### src/hdl/hmas_pkg.sv
// Package for the histogram mode and sum block: field widths, default
// parameters and the control group passed to the scan unit.
// No dependencies.
`default_nettype none

package hmas_pkg;

    localparam int VALUE_W        = 14;
    localparam int SUM_W          = 34;
    localparam int OUT_COUNT_W    = 20;
    localparam int DEF_BINS       = 16384;
    localparam int DEF_COUNT_BITS = 20;

    typedef struct packed {
        logic clr;   // start of a new scan: drop the old best
        logic dv;    // read data from the bin store is valid this cycle
    } t_scan_ctl;

endpackage

`default_nettype wire

### src/hdl/hmas_mode_scan.sv
// Running maximum over bins read in ascending order; strict compare keeps
// the lowest index on ties.
// Depends on hmas_pkg.
`default_nettype none

module hmas_mode_scan
    import hmas_pkg::*;
#(
    parameter int COUNT_BITS = 20,
    parameter int IDX_W      = 14
) (
    input  wire logic                  i_clk,
    input  wire logic                  i_rst_n,
    input  wire t_scan_ctl             i_ctl,
    input  wire logic [COUNT_BITS-1:0] i_count,
    input  wire logic [IDX_W-1:0]      i_idx,
    output logic      [COUNT_BITS-1:0] o_best_count,
    output logic      [IDX_W-1:0]      o_best_idx
);

    logic [COUNT_BITS-1:0] r_best_count;
    logic [IDX_W-1:0]      r_best_idx;

    always_ff @(posedge i_clk) begin
        if (!i_rst_n || i_ctl.clr) begin
            r_best_count <= '0;
            r_best_idx   <= '0;
        end else if (i_ctl.dv && (i_count > r_best_count)) begin
            r_best_count <= i_count;
            r_best_idx   <= i_idx;
        end
    end

    assign o_best_count = r_best_count;
    assign o_best_idx   = r_best_idx;

endmodule

`default_nettype wire

### config.mk
export PLATFORM = sky130hd
export DESIGN_NAME = hmas_mode_scan
export DESIGN_NICKNAME = d
export VERILOG_FILES = /design/src/hdl/hmas_pkg.sv /design/src/hdl/hmas_mode_scan.sv
export SDC_FILE = /design/constraint.sdc
export NUM_CORES = 1
export LEC_CHECK = 0
export BUFFER_PORTS_ARGS = -buffer_cell sky130_fd_sc_hd__buf_4
export CAP_MARGIN = 10
export CORE_MARGIN = 2
export CORE_UTILIZATION = 44
export DETAILED_ROUTE_END_ITERATION = 8
export PLACE_DENSITY = 0.75
export SLEW_MARGIN = 15
export SYNTH_ARGS = -nofsm -noshare
export SYNTH_HDL_FRONTEND = slang
export SYNTH_SLANG_ARGS = --single-unit
### constraint.sdc
create_clock -name i_clk -period 2.5 [get_ports i_clk]
set_input_delay 0.125 -clock i_clk [delete_from_list [all_inputs] [get_ports i_clk]]
set_output_delay 0.125 -clock i_clk [all_outputs]
set_load 0.02 [all_outputs]
==> metrics.csv <==
stage,metric,value,unit
logic_synthesis,Synth Warn #,0,
layout,ANT cells,0,
die,Initial Util,45.0,%
cts,TritonCTS Buffers,5,
layout,fill count,360,
setup_path,worst r2r src,o_best_count[14],
detailed_routing,vias per cell,5.72,
setup_path,Buf/Inv on CP,2,
detailed_routing,WL met1,2180,µm
logic_synthesis,post-synthesis sequential area ratio,35.2,%
sta,worst-margin pin slew,0.345,ns
setup_path,Worst Setup SP,o_best_count[14],
power_and_ir_drop,power per cell area,502,nW/µm²
setup_path,Worst Setup Start Kind,flop,
global_routing,number of global-route vias before repair,1963,
global_routing,GRT Total Usage,21.4,%
sta,final hold violations,0,
detailed_routing,WL/cell,14.5,µm
logic_synthesis,Synth Cell Area,1930,µm²
cts,"CTS clk-pin slew, worst paths",0.07,ns
detailed_routing,met2 WL,2610,µm
die,die area,4940,µm²
cts,CTS Hold Buffers Added,0,
die,I/O pin count,72,
die,Chip Width,70.3,µm
placed_design,GP Congestion,0.821,
global_routing,largest net degree at the start of global routing,21,
setup_path,Crit path largest cell delay,0.59,ns
die,die height,70.3,µm
detailed_routing,First-pass DRT Iterations,4,
logic_synthesis,top cell type's share of synthesized area,35.2,%
detailed_routing,Initial DRC Count,113,
sta,setup TNS,0,ns
sta,hold_ws,0.0479,ns
layout,share of cells above drive strength 1,35.3,%
setup_path,Crit. End Element,flop,
sta,Max Clk Rate,425,MHz
global_routing,initial antenna violation count,0,
sta,RSZ-0062 raised after global routing,false,
detailed_routing,final WL,5230,µm
logic_synthesis,Yosys cell types,31,
min_path,hold path start,i_idx[2],
cts,CTS root buf,clkbuf_8,
setup_path,WP data arrival,2.58,ns
setup_path,critical path's slowest cell,or4_4,
cts,CTS tree,yes,
logic_synthesis,"FF+latch count, synth",34,
global_routing,grt total ovfl,0,
layout,NumNets Final,366,
setup_path,cell chain of the critical path,"inv_1, ha_1, nand4_1, or4_4, o21a_2, a211oi_4, buf_6, a22o_1",
placed_design,IO Port Bufs,71,
logic_synthesis,synth top area cells,"dfxtp_1, ha_1, a32oi_1",
logic_synthesis,syn avg cell area,8.66,µm²
die,Placeable Area,4290,µm²
detailed_routing,top layer reached by signal wires,met4,
power_and_ir_drop,Tot Pwr,1.40,mW
sta,Final Skew,0.00348,ns
power_and_ir_drop,Peak VDD IR,0.281,mV
sta,Tmin final,2.35,ns
cts,clock sinks,34,
logic_synthesis,Syn Inst Count,223,
run_status,outcome,finished clean,
setup_path,crit path max fanout,15,
detailed_routing,Post-DRT Antenna Nets,0,
power_and_ir_drop,leak pwr,1.18,nW
sta,max-slew violations,0,
sta,period utilization,94.1,%
sta,Final setup viols,0,
sta,relative slew slack,77.0,%
setup_path,required time of the critical path,2.73,ns
power_and_ir_drop,switching share of power,28.1,%
power_and_ir_drop,Pint,1.00,mW
power_and_ir_drop,portion of total power attributed to the clock network,36.5,%
setup_path,kind of critical path,flop to flop,
power_and_ir_drop,Switching Power,0.392,mW
die,Rows,24,
setup_path,r2r setup slk,0.15,ns
global_routing,first-pass GRT wire length,8650,µm
layout,Multi-input gate area,1130,µm²
cts,clock insertion delay at the later pin of the skew report,0.29,ns
logic_synthesis,Mapped Nets,281,
min_path,hold crit path type,primary input to flop,
cts,CTS H-Tree Depth,2,
detailed_routing,Vias,2064,
layout,Area growth syn-to-layout,44.0,%
logic_synthesis,Yosys top cell by area,dfxtp_1,
power_and_ir_drop,part of the power in registers,41.0,%
detailed_routing,DRC viols,0,
job,max-cap viol count,0,
detailed_routing,metal3 WL,292,µm
cts,Longest Clk Path Bufs,2,
setup_path,"Largest delay share family, worst path",simple AND/OR/NAND/NOR gates,
layout,register area,681,µm²
placed_design,hpwl dp,3720,µm
power_and_ir_drop,Comb pwr share,22.5,%
## cells in the final DEF, fill, tap and decap left out, drive strengths merged, types with 2 or more instances in the layout
master    Yosys  final
buf           8     94
a31oi        20     20
nand4         5      5
clkbuf        8      5
dfxtp        34     34
a22o         15     15
clkinvlp      0      2
nor2         21     21
a211oi        2      2
ha           20     20
o21ai         6      6
nand2         7      7
inv          20     20
a32oi        19     19
a21oi        28     28
## per-stage QoR
| stage | utilization (%) | instances | cell area (µm²) | setup slack [ns] |
|---|---|---|---|---|
| 2_1_floorplan | - | 223 | 1930 | 0.0211 |
| 3_3_place_gp | 60.8 | 351 | 2610 | -0.0965 |
| 3_5_place_dp | 60.8 | 351 | 2610 | -0.124 |
| 4_1_cts | 63.8 | 359 | 2740 | 0.00115 |
| 5_1_grt | 64.8 | 361 | 2780 | 0.0214 |
| 6_report | 64.8 | 361 | 2780 | 0.146 |
## Yosys cell counts, drive strengths merged
cell type and n:
nand2b 1, inv 20, ha 20, o21a 1
a31oi 20, dfxtp 34, nor2 21, nand4 5
and2 1, nor3 1, clkbuf 8, nor4 1
nor2b 1, and3 1, buf 8, a21o 1
a32oi 19, o21ai 6, nand2 7, a21oi 28
a22o 15, or4 1, o211a 1, a211oi 2
## sequential cells by signal (all words and copies together) (netlist names)
| name | flops |
|---|---|
| o_best_idx | 14 |
| o_best_count | 20 |
## worst paths after layout
path,end,cells after the start
max,o_best_count[0],8
min,o_best_idx[2],2
max reg2reg,o_best_count[0],8
min reg2reg,o_best_idx[13],1
## timing repair
action | 4_1_cts | 5_1_grt
pin swaps | 0 | 3
endpoints found under the setup margin | 15 | 28
gates resized for setup | 2 | 3
buffers inserted | 0 | 2
## routing by layer
metal	global-route usage (%)	vias up
met3	5.63	14
li1	-	1012
met1	25.1	965
met5	0	-
met2	36.7	73
met4	8.76	0
## cell families after synthesis
| kind of cell | share of synthesized area, % |
|---|---|
| AO/OA/AOI/OAI | 34.2 |
| AND/OR/NAND/NOR | 9.85 |
| buffers and inverters | 7.77 |
| flip-flops | 35.2 |
| adder cells (fa/ha/maj) | 13.0 |
## area by class of cell
class	count	area share [%]
clock buffer	5	2.47
clock inverter	3	1.62
inverter	20	2.70
multi-input combinational	153	40.5
sequential	34	24.5
tap	52	2.34
timing repair buffer	94	25.9
## power by group through the flow
stage / clock, mW / sequential [mW] / combinational (mW)
final: 0.509 / 0.572 / 0.315
after global routing: 0.548 / 0.575 / 0.344
after detailed placement: 0 / 0.585 / 0.302
after CTS: 0.524 / 0.572 / 0.308
after floorplan: 0 / 0.608 / 0.141
after global placement: 0 / 0.584 / 0.298
(Power assumes the default switching activity.)
